--- src/rtl/aaq_pkg.sv ---
package aaq_pkg;

	localparam int LANES        = 3;
	localparam int CHANNELS_DEF = 3;
	localparam int SAMPLE_W     = 10;
	localparam int TIME_W       = 32;
	localparam int DUR_W        = 16;
	localparam int MODE_W       = 3;
	localparam int REG_IDX_W    = 3;
	localparam int CFG_DATA_W   = 16;
	localparam int S_TDATA_W    = 64;
	localparam int M_TDATA_W    = 16;

	localparam logic [11:0] BLOCK_MARGIN = 12'd20;

	typedef enum logic [MODE_W-1:0] {
		MODE_UNKNOWN  = 3'd0,
		MODE_REST     = 3'd1,
		MODE_APPROACH = 3'd2,
		MODE_ACTIVE   = 3'd3,
		MODE_BLOCKED  = 3'd4
	} mode_t;

	typedef enum logic [REG_IDX_W-1:0] {
		REG_REST_CENTER   = 3'd0,
		REG_REST_TOL      = 3'd1,
		REG_ACT_LIMIT     = 3'd2,
		REG_REBOUND_TOL   = 3'd3,
		REG_SETTLE_TIME   = 3'd4,
		REG_CONFIRM_TIME  = 3'd5
	} reg_idx_t;

	typedef struct packed {
		logic [SAMPLE_W-1:0] rest_center;
		logic [SAMPLE_W-1:0] rest_tolerance;
		logic [SAMPLE_W-1:0] activation_limit;
		logic [SAMPLE_W-1:0] rebound_tolerance;
		logic [DUR_W-1:0]    settle_time;
		logic [DUR_W-1:0]    confirm_time;
	} cfg_t;

	localparam logic [SAMPLE_W-1:0] RST_REST_CENTER  = 10'd510;
	localparam logic [SAMPLE_W-1:0] RST_REST_TOL     = 10'd15;
	localparam logic [SAMPLE_W-1:0] RST_ACT_LIMIT    = 10'd450;
	localparam logic [SAMPLE_W-1:0] RST_REBOUND_TOL  = 10'd45;
	localparam logic [DUR_W-1:0]    RST_SETTLE_TIME  = 16'd500;
	localparam logic [DUR_W-1:0]    RST_CONFIRM_TIME = 16'd200;

endpackage

--- src/rtl/aaq_channel.sv ---
// One channel qualifier: state registers plus the next-state logic.
module aaq_channel
	import aaq_pkg::*;
(
	input  logic                clk,
	input  logic                arst_n,
	input  logic                upd,
	input  logic [SAMPLE_W-1:0] sample,
	input  logic [TIME_W-1:0]   now_ms,
	input  cfg_t                cfg,
	output mode_t               mode_nx
);

	mode_t               mode_q;
	logic                timing_q;
	logic [SAMPLE_W-1:0] low_q;
	logic [TIME_W-1:0]   drop_q;
	logic [TIME_W-1:0]   start_q;

	logic                timing_nx;
	logic [SAMPLE_W-1:0] low_nx;
	logic [TIME_W-1:0]   drop_nx;
	logic [TIME_W-1:0]   start_nx;

	always_comb begin
		logic [SAMPLE_W:0]   band_hi;
		logic                below;
		logic                in_band;
		logic                over_margin;
		logic [SAMPLE_W:0]   min_hi;
		logic [SAMPLE_W:0]   act_hi;
		mode_t               cur;

		band_hi     = {1'b0, cfg.rest_center} + {1'b0, cfg.rest_tolerance};
		below       = ({1'b0, sample} + {1'b0, cfg.rest_tolerance}) < {1'b0, cfg.rest_center};
		in_band     = !below && ({1'b0, sample} <= band_hi);
		over_margin = {2'b00, sample} > ({1'b0, band_hi} + BLOCK_MARGIN);
		min_hi      = {1'b0, low_q} + {1'b0, cfg.rebound_tolerance};
		act_hi      = {1'b0, cfg.activation_limit} + {1'b0, cfg.rebound_tolerance};

		cur       = mode_q;
		timing_nx = timing_q;
		low_nx    = low_q;
		drop_nx   = drop_q;
		start_nx  = start_q;

		// rising far past the band while approaching blocks first
		if (mode_q == MODE_APPROACH && over_margin) begin
			cur       = MODE_BLOCKED;
			timing_nx = 1'b0;
		end
		mode_nx = cur;

		case (cur)
			MODE_REST: begin
				if (below) begin
					mode_nx = MODE_APPROACH;
					low_nx  = sample;
					drop_nx = now_ms;
				end
			end
			MODE_APPROACH: begin
				if ({1'b0, sample} > min_hi) begin
					mode_nx   = MODE_BLOCKED;
					timing_nx = 1'b0;
				end else begin
					if (sample < low_q) begin
						low_nx  = sample;
						drop_nx = now_ms;
					end
					if (sample <= cfg.activation_limit &&
					    (now_ms - drop_nx) >= {16'd0, cfg.confirm_time})
						mode_nx = MODE_ACTIVE;
				end
			end
			MODE_ACTIVE: begin
				if ({1'b0, sample} > act_hi) begin
					mode_nx   = MODE_UNKNOWN;
					timing_nx = 1'b0;
				end
			end
			default: begin
				// unknown and blocked: wait for the band to settle
				if (in_band) begin
					if (!timing_nx) begin
						timing_nx = 1'b1;
						start_nx  = now_ms;
					end
					if ((now_ms - start_nx) >= {16'd0, cfg.settle_time})
						mode_nx = MODE_REST;
				end else begin
					timing_nx = 1'b0;
				end
			end
		endcase
	end

	always_ff @(posedge clk or negedge arst_n) begin
		if (!arst_n) begin
			mode_q   <= MODE_UNKNOWN;
			timing_q <= 1'b0;
		end else if (upd) begin
			mode_q   <= mode_nx;
			timing_q <= timing_nx;
		end
	end

	always_ff @(posedge clk) begin
		if (upd) begin
			low_q   <= low_nx;
			drop_q  <= drop_nx;
			start_q <= start_nx;
		end
	end

endmodule

--- src/rtl/analog_approach_qualifier_unit.sv ---
// Analog approach qualifier.
// Input stream (s_tvalid/s_tready/s_tdata): one word per scan, holding three
// 10-bit sensor samples and a wrapping 32-bit millisecond timestamp.
// Output stream (m_tvalid/m_tready/m_tdata): one word per input word, with
// the state of each channel (unknown, rest, approaching, active, blocked)
// and a flag set when every processed channel is active.
// Configuration: cfg_we/cfg_idx/cfg_data write the six thresholds and
// durations; write only while no scan is in flight.
// A word accepted into the input register moves on to the result register,
// which drives m_tdata. Throughput: one word per cycle while m_tready is
// high; the per-channel update is one compare-and-select pass between
// the single input register and the result register.
// Reset: all channels return to unknown, settle timers stop, config
// registers take their default values, both pipeline stages empty.
// Stall: when m_tready is low the result word holds; one more word can
// sit in the input stage, after which s_tready drops until the sink
// takes the result.
module analog_approach_qualifier_unit
	import aaq_pkg::*;
#(
	parameter int CHANNELS = CHANNELS_DEF
) (
	input  logic                  clk,
	input  logic                  arst_n,
	input  logic                  s_tvalid,
	output logic                  s_tready,
	// [9:0] sample_a, [19:10] sample_b, [29:20] sample_c, [61:30] now_ms, [63:62] zero
	input  logic [S_TDATA_W-1:0]  s_tdata,
	output logic                  m_tvalid,
	input  logic                  m_tready,
	// [2:0] mode_a, [5:3] mode_b, [8:6] mode_c, [9] all_active, [15:10] zero
	output logic [M_TDATA_W-1:0]  m_tdata,
	input  logic                  cfg_we,
	input  logic [REG_IDX_W-1:0]  cfg_idx,
	input  logic [CFG_DATA_W-1:0] cfg_data
);

	// only three samples arrive, so at most three channels run
	localparam int NCH = (CHANNELS < LANES) ? CHANNELS : LANES;

	cfg_t cfg_q;

	// input stage
	logic                valid_s1;
	logic [SAMPLE_W-1:0] smp_s1 [LANES];
	logic [TIME_W-1:0]   now_s1;

	// result stage
	logic                valid_s2;
	mode_t               mode_s2 [LANES];
	logic                all_s2;

	logic  out_free;
	logic  adv;
	mode_t mode_nx [LANES];
	logic  all_nx;

	assign out_free = !valid_s2 || m_tready;
	assign adv      = valid_s1 && out_free;
	assign s_tready = !valid_s1 || out_free;

	// config registers, written by index; unknown indexes are dropped
	always_ff @(posedge clk or negedge arst_n) begin
		if (!arst_n) begin
			cfg_q.rest_center       <= RST_REST_CENTER;
			cfg_q.rest_tolerance    <= RST_REST_TOL;
			cfg_q.activation_limit  <= RST_ACT_LIMIT;
			cfg_q.rebound_tolerance <= RST_REBOUND_TOL;
			cfg_q.settle_time       <= RST_SETTLE_TIME;
			cfg_q.confirm_time      <= RST_CONFIRM_TIME;
		end else if (cfg_we) begin
			case (cfg_idx)
				REG_REST_CENTER:  cfg_q.rest_center       <= cfg_data[SAMPLE_W-1:0];
				REG_REST_TOL:     cfg_q.rest_tolerance    <= cfg_data[SAMPLE_W-1:0];
				REG_ACT_LIMIT:    cfg_q.activation_limit  <= cfg_data[SAMPLE_W-1:0];
				REG_REBOUND_TOL:  cfg_q.rebound_tolerance <= cfg_data[SAMPLE_W-1:0];
				REG_SETTLE_TIME:  cfg_q.settle_time       <= cfg_data[DUR_W-1:0];
				REG_CONFIRM_TIME: cfg_q.confirm_time      <= cfg_data[DUR_W-1:0];
				default: ;
			endcase
		end
	end

	// input register
	always_ff @(posedge clk or negedge arst_n) begin
		if (!arst_n) begin
			valid_s1 <= 1'b0;
		end else if (s_tready) begin
			valid_s1 <= s_tvalid;
		end
	end

	always_ff @(posedge clk) begin
		if (s_tready && s_tvalid) begin
			for (int k = 0; k < LANES; k++)
				smp_s1[k] <= s_tdata[k*SAMPLE_W +: SAMPLE_W];
			now_s1 <= s_tdata[LANES*SAMPLE_W +: TIME_W];
		end
	end

	// channel qualifiers; state advances when the scan moves to the result stage
	for (genvar k = 0; k < LANES; k++) begin : g_lane
		if (k < NCH) begin : g_run
			aaq_channel u_chan (
				.clk     (clk),
				.arst_n  (arst_n),
				.upd     (adv),
				.sample  (smp_s1[k]),
				.now_ms  (now_s1),
				.cfg     (cfg_q),
				.mode_nx (mode_nx[k])
			);
		end else begin : g_off
			assign mode_nx[k] = MODE_UNKNOWN;
		end
	end

	always_comb begin
		all_nx = 1'b1;
		for (int k = 0; k < NCH; k++)
			if (mode_nx[k] != MODE_ACTIVE)
				all_nx = 1'b0;
	end

	// result register
	always_ff @(posedge clk or negedge arst_n) begin
		if (!arst_n) begin
			valid_s2 <= 1'b0;
		end else if (out_free) begin
			valid_s2 <= valid_s1;
		end
	end

	always_ff @(posedge clk) begin
		if (adv) begin
			for (int k = 0; k < LANES; k++)
				mode_s2[k] <= mode_nx[k];
			all_s2 <= all_nx;
		end
	end

	assign m_tvalid = valid_s2;

	always_comb begin
		m_tdata = '0;
		for (int k = 0; k < LANES; k++)
			m_tdata[k*MODE_W +: MODE_W] = mode_s2[k];
		m_tdata[LANES*MODE_W] = all_s2;
	end

endmodule

--- config.mk ---
export PLATFORM = sky130hd
export DESIGN_NAME = analog_approach_qualifier_unit
export DESIGN_NICKNAME = d
export VERILOG_FILES = /design/src/rtl/aaq_pkg.sv /design/src/rtl/aaq_channel.sv /design/src/rtl/analog_approach_qualifier_unit.sv
export SDC_FILE = /design/constraint.sdc
export NUM_CORES = 2
export LEC_CHECK = 0
export ABC_AREA = 1
export BUFFER_PORTS_ARGS = -buffer_cell sky130_fd_sc_hd__buf_2
export CORE_ASPECT_RATIO = 2
export CORE_MARGIN = 4
export CORE_UTILIZATION = 55
export DETAILED_ROUTE_END_ITERATION = 7
export GPL_TIMING_DRIVEN = 1
export PLACE_DENSITY = 0.82
export SYNTH_ARGS = -nofsm -noshare
export SYNTH_HDL_FRONTEND = slang
export SYNTH_SLANG_ARGS = --single-unit
--- constraint.sdc ---
create_clock -name clk -period 15.5 [get_ports clk]
set_input_delay 2.325 -clock clk [delete_from_list [all_inputs] [get_ports clk]]
set_output_delay 2.325 -clock clk [all_outputs]
set_load 0.05 [all_outputs]
# Word level (Yosys, flattened, before mapping)

Memories as Yosys holds them, arrays and structs flattened.
Cells that the tools add are included.

Bitwise logic cells: 3
Reduce and logical (&&, ||, !) cells: 41
Add/sub/neg operators: 15
Equal/unequal tests: 29
Muxes and demuxes: 83
$lt $le $gt $ge: 27

Operators with widths:

| operator                                              | number |
|---|---|
| two-way mux 32 bit                                    | 24 |
| greater-or-equal comparator 32 x 16 -> 1 bit          | 6 |
| case mux 32 bit (2 select lines)                      | 3 |
| subtractor 32 bit                                     | 6 |
| two-way mux 10 bit                                    | 9 |
| adder 10 x 10 -> 11 bit                               | 8 |
| > comparator 10 x 11 -> 1 bit                         | 6 |
| two-way mux 3 bit                                     | 21 |
| case mux 10 bit (2 select lines)                      | 3 |
| > comparator 10 x 12 -> 1 bit                         | 3 |
| equality test 3 x 2 -> 1 bit, second input constant   | 11 |
| less-or-equal comparator 10 x 11 -> 1 bit             | 3 |
| < comparator 11 x 10 -> 1 bit                         | 3 |
| less-or-equal comparator 10 bit                       | 3 |
| < comparator 10 bit                                   | 3 |
| case mux 3 bit (3 select lines)                       | 3 |
| two-way mux 1 bit                                     | 17 |
| AND reduction 5 bit                                   | 3 |
| adder 11 x 5 -> 12 bit, second input constant         | 1 |
| equality test 3 x 1 -> 1 bit, second input constant   | 4 |
| inequality test 2 x 1 -> 1 bit, second input constant | 6 |
| AND reduction 2 bit                                   | 6 |
| AND reduction 4 bit                                   | 3 |
| logical AND 1 bit                                     | 11 |
| other kinds (12)                                      | 32 |

Bits in writable memories: 39
Input port bits: 88
Memories: 2
Flip-flop bits (word level): 341

Memories:

| memory  | words | bits a word | rd ports | clocked after memory_dff | write ports | line                                 | source |
|---|---|---|---|---|---|---|---|
| smp_s1  | 3     | 10          | 3        | 0                        | 3           | analog_approach_qualifier_unit.sv:45 | `logic [SAMPLE_W-1:0] smp_s1 [LANES];` |
| mode_s2 | 3     | 3           | 3        | 0                        | 3           | analog_approach_qualifier_unit.sv:50 | `mode_t mode_s2 [LANES];` |

# Logic depth before layout (Yosys ltp)

Word-level depth: 15
Mapped depth: 58
Depth with buffers taken out: 57

# Cells and area by module

Synthesis repeated with hierarchy kept, for this count alone.

Cell total of the unflattened synthesis: 5157
Area total of the unflattened synthesis: 39095.0 µm²

Modules (own cells, without submodules):

| module                               | area each (µm²) | instances | cells each |
|---|---|---|---|
| aaq_channel (g_lane[0].g_run.u_chan) | 11365.9         | 1         | 1582 |
| aaq_channel (g_lane[2].g_run.u_chan) | 11308.3         | 1         | 1586 |
| aaq_channel (g_lane[1].g_run.u_chan) | 11154.4         | 1         | 1568 |
| analog_approach_qualifier_unit       | 5266.3          | 1         | 421 |

# Worst setup path before layout

Ideal clock, no wire load.

Path type: reg2reg
Start: reg cfg_q[62] in the netlist's numbering
End: mem mode_s2[0][0] in the netlist's numbering (data pin)
Arrival: 6.890 ns
Cell stages (with the launch flop): 50
Path slack: 8.355 ns
Required time: 15.245 ns
Path through: dfrtp_1 > ha_1 > fa_1 > nand2_1 > inv_1 > nor2_1 > nand3_1 > nand2_2 > nand2_1 > inv_2 > nand2_4 > nor2_1 > xnor2_1 > ha_1 > nand2_1 > nor2_1 > nor2b_1 > nor2_2 > [... 14 more ...] > nor2_1 > o21ai_1 > nand2_1 > nand2_1 > nand2_1 > nand2_2 > xor2_1 > ha_1 > a21o_1 > a211oi_1 > nand2_1 > a21oi_1 > nand3_1 > nor2_1 > nand2_1 > nand2_1 > nand2_1 > and2_1

RTL lines:

| element            | line                                 | source |
|---|---|---|
| start: declaration | analog_approach_qualifier_unit.sv:41 | `cfg_t cfg_q;` |
| end: declaration   | analog_approach_qualifier_unit.sv:50 |  |

==> results.sh <==
export IMPL_muxShareOfSynthArea=0
export IMPL_drc_errors=0
export IMPL_power_density_nw_per_um2=176
export IMPL_htreeDepth=2
export IMPL_coreArea_um2=65600
export IMPL_synth_top_family_by_area="simple AND/OR/NAND/NOR gates"
export IMPL_finalHoldViolCount=0
export IMPL_antenna_left=0
export IMPL_ff2ff_path_depth=49
export IMPL_grt_first_pass_wirelength_mm=181
export IMPL_ioPinCount=106
export IMPL_layout_cells_most_common="nand2_1"
export IMPL_fp_dieW_um=190
export IMPL_netlist_area_um2=36300
export IMPL_grt_max_degree=64
export IMPL_path_clk_slew_ps=70
export IMPL_drive_above_1_share=0.0733
export IMPL_yosysUniqueCellTypes=67
export IMPL_hpwl_mm=95.5
export IMPL_max_freq_mhz=114
export IMPL_yosys_area_top_type="edfxtp_1"
export IMPL_synth_compound_area_share=0.162
export IMPL_timing_worst_slew_pin_value_ps=1190
export IMPL_crit_path_end_kind="flip-flop"
export IMPL_postRouteWirelength_mm=120
export IMPL_start_util=0.554
export IMPL_setup_violations=0
export IMPL_fin_worst_skew_ps=23.3
export IMPL_viasPerCell=5.84
export IMPL_min_path_type="flip-flop to flip-flop"
export IMPL_status="finished clean"
export IMPL_setup_tns_ps=0
export IMPL_synth_ff_type="edfxtp_1"
export IMPL_rows=133
export IMPL_final_cell_mix="nand2_1 (1,054), inv_1 (612), ha_1 (543), o21ai_0 (467), a21oi_1 (414)"
export IMPL_antenna_found_initial=3
export IMPL_min_period_ps=8790
export IMPL_io_buffer_count=97
export IMPL_synth_yosys_seq_area_share=0.303
export IMPL_wl_per_cell_um=20.8
export IMPL_gp_congestion=1.02
export IMPL_syn_avg_cell_area_um2=7.67
export IMPL_cts_buffers=39
export IMPL_worst_path_largest_cell_delay_ps=450
export IMPL_die_y_um=372
export IMPL_fp_dieArea_um2=70500
export IMPL_crit_slowest_cell="buf_4"
export IMPL_synth_simple_area_share=0.216
export IMPL_synthTopCellsByArea="edfxtp_1 (24%), ha_1 (19%), nand2_1 (11%)"
export IMPL_root_buffer="clkbuf_16"
export IMPL_ys_ff_latch=380
export IMPL_final_nets=5495
export IMPL_cts_repair_resized=0
export IMPL_slew_viol_final=0
export IMPL_critPathRequiredTime_ps=15870
export IMPL_synthArstFlopShare=0.226
export IMPL_final_core_utilization=0.601
export IMPL_yosysWarnings=0
export IMPL_post_cts_buffers=0
export IMPL_clkLatencyLatePin_ps=610
export IMPL_antenna_cells=0
export IMPL_synthXorXnorAreaFrac=0.0456
export IMPL_fin_crit_sh=0.567
export IMPL_grt_use_total=0.335
export IMPL_netlist_instances=4736
export IMPL_stdcell_count=5758
export IMPL_cts_tree="done"
export IMPL_syn_to_final_growth_pct=8.38
export IMPL_clockBufferDepth=3
export IMPL_vias=33600
export IMPL_holdPathStages=2
export IMPL_critPathMaxFanout=57
export IMPL_netlist_area_leader_share=0.243
export IMPL_synth_edf_count=294
export IMPL_cts_sinks=380
export IMPL_start_kind="flip-flop"
export IMPL_criticalPathCategory="flip-flop to flip-flop"
export IMPL_ctsHoldBuffers=0
export IMPL_arrival_ps=9160
export IMPL_dr_pass1_iters=6
export IMPL_grt_ovfl_total=0
export IMPL_yosys_area_share_adder=0.195
export IMPL_grt_pass1_vias=33100
export IMPL_place_inst=5686
export IMPL_power_leakage_nw=19.3
export IMPL_max_slew_margin_rel=0.207
export IMPL_ir_drop_uv=139
export IMPL_rsz0062_at_grt="no"
export IMPL_drt_iter0_markers=2219
export IMPL_cap_violations=0
==> registers in the layout, summed over array words and instances (netlist names) <==
name                          cells
g_lane.g_run.u_chan.drop_q       96
g_lane.g_run.u_chan.start_q      96
cfg_q                            72
now_s1                           32
g_lane.g_run.u_chan.low_q        30
smp_s1                           30
g_lane.g_run.u_chan.mode_q        9
mode_s2                           9
g_lane.g_run.u_chan.timing_q      3
all_s2                            1
m_tvalid                          1
valid_s1                          1
==> through the flow <==
step	hold WS, ps	cell area [um2]	setup WS [ps]	power [mW]
floorplan	453	36400	8360	4.70
global placement	467	38000	6940	5.65
detailed placement	473	38000	6780	5.79
CTS	489	39400	6750	6.88
global route	497	39400	5850	7.56
finish	487	39400	6710	6.92
==> layer usage <==
| layer | part of all wire | GRT usage | routed length, um | vias to the layer above |
|---|---|---|---|---|
| met4 | 0.15 | 0.382 | 17600 | 6 |
| met1 | 0.31 | 0.310 | 37500 | 15300 |
| met3 | 0.051 | 0.0413 | 6080 | 651 |
| met5 | 0.00048 | 0 | 57 | - |
| li1 | - | - | - | 16400 |
| met2 | 0.49 | 0.590 | 58400 | 1252 |
==> critical path, delay by kind of cell (launching register included) <==
kind / cells / cell delay (ps)
buffers and inverters: 4 / 850
AOI/OAI and AO/OA: 8 / 1200
and+or+nand+nor: 29 / 3800
xor gates and xnor gates: 2 / 360
adders and majority gates: 6 / 1890
DFF: 1 / 430
==> kinds of logic (layout without fill, tap and decap cells) <==
logic type / after synthesis / count (layout)
xor+xnor: 189 / 189
buf+inv: 729 / 869
simple gates: 1803 / 1803
compound gates: 1077 / 1077
other cells: 1 / 6
flops: 380 / 380
fa+ha+maj: 557 / 557
==> synth_stat cells, drive strengths merged (3+ instances only) <==
| master | n |
|---|---|
| xnor2 | 79 |
| nand2 | 1087 |
| a31oi | 6 |
| edfxtp | 294 |
| a2111oi | 3 |
| a21oi | 417 |
| nand3 | 223 |
| o21bai | 30 |
| and2 | 8 |
| nand4 | 87 |
| nor4 | 15 |
| a21o | 22 |
| o221ai | 8 |
| o21a | 28 |
| a21boi | 18 |
| nor2 | 289 |
| clkbuf | 73 |
| or2 | 4 |
| o21ai | 485 |
| a221oi | 12 |
| ha | 543 |
| o31ai | 5 |
| o211ai | 15 |
| a211oi | 15 |
| buf | 17 |
| xor2 | 110 |
| dfrtp | 57 |
| clkinv | 11 |
| nor3 | 64 |
| nand3b | 22 |
| inv | 627 |
| fa | 14 |
| dfstp | 29 |
| o311ai | 4 |
==> power by group <==
part           total (mW)  leakage, nW  internal [mW]  switching (mW)
sequential           1.55         3.74           1.40           0.148
clock                1.07        0.665          0.604           0.463
combinational        4.30         14.9           1.53            2.77
==> layout make-up <==
| type | instances | area [um2] |
|---|---|---|
| clock inverter | 30 | 397 |
| clock buffer | 42 | 987 |
| tap | 877 | 1100 |
| timing repair buffer | 159 | 953 |
| multi-input combinational | 3632 | 22500 |
| fill | 6052 | 26200 |
| inverter | 638 | 2400 |
| sequential | 380 | 11000 |
==> worst paths after layout <==
kind	from	end	slack [ps]
setup / recovery	cfg_q[62]	mode_s2[0][6]	6710
hold / removal	cfg_q[4]	cfg_q[4]	490
setup reg to reg	cfg_q[62]	mode_s2[0][6]	6710
hold reg to reg	cfg_q[4]	cfg_q[4]	490
max in group asynchronous	arst_n	m_tvalid	12590
min in group asynchronous	arst_n	cfg_q[45]	1720
Note: power is estimated with default switching activity, not from simulation.
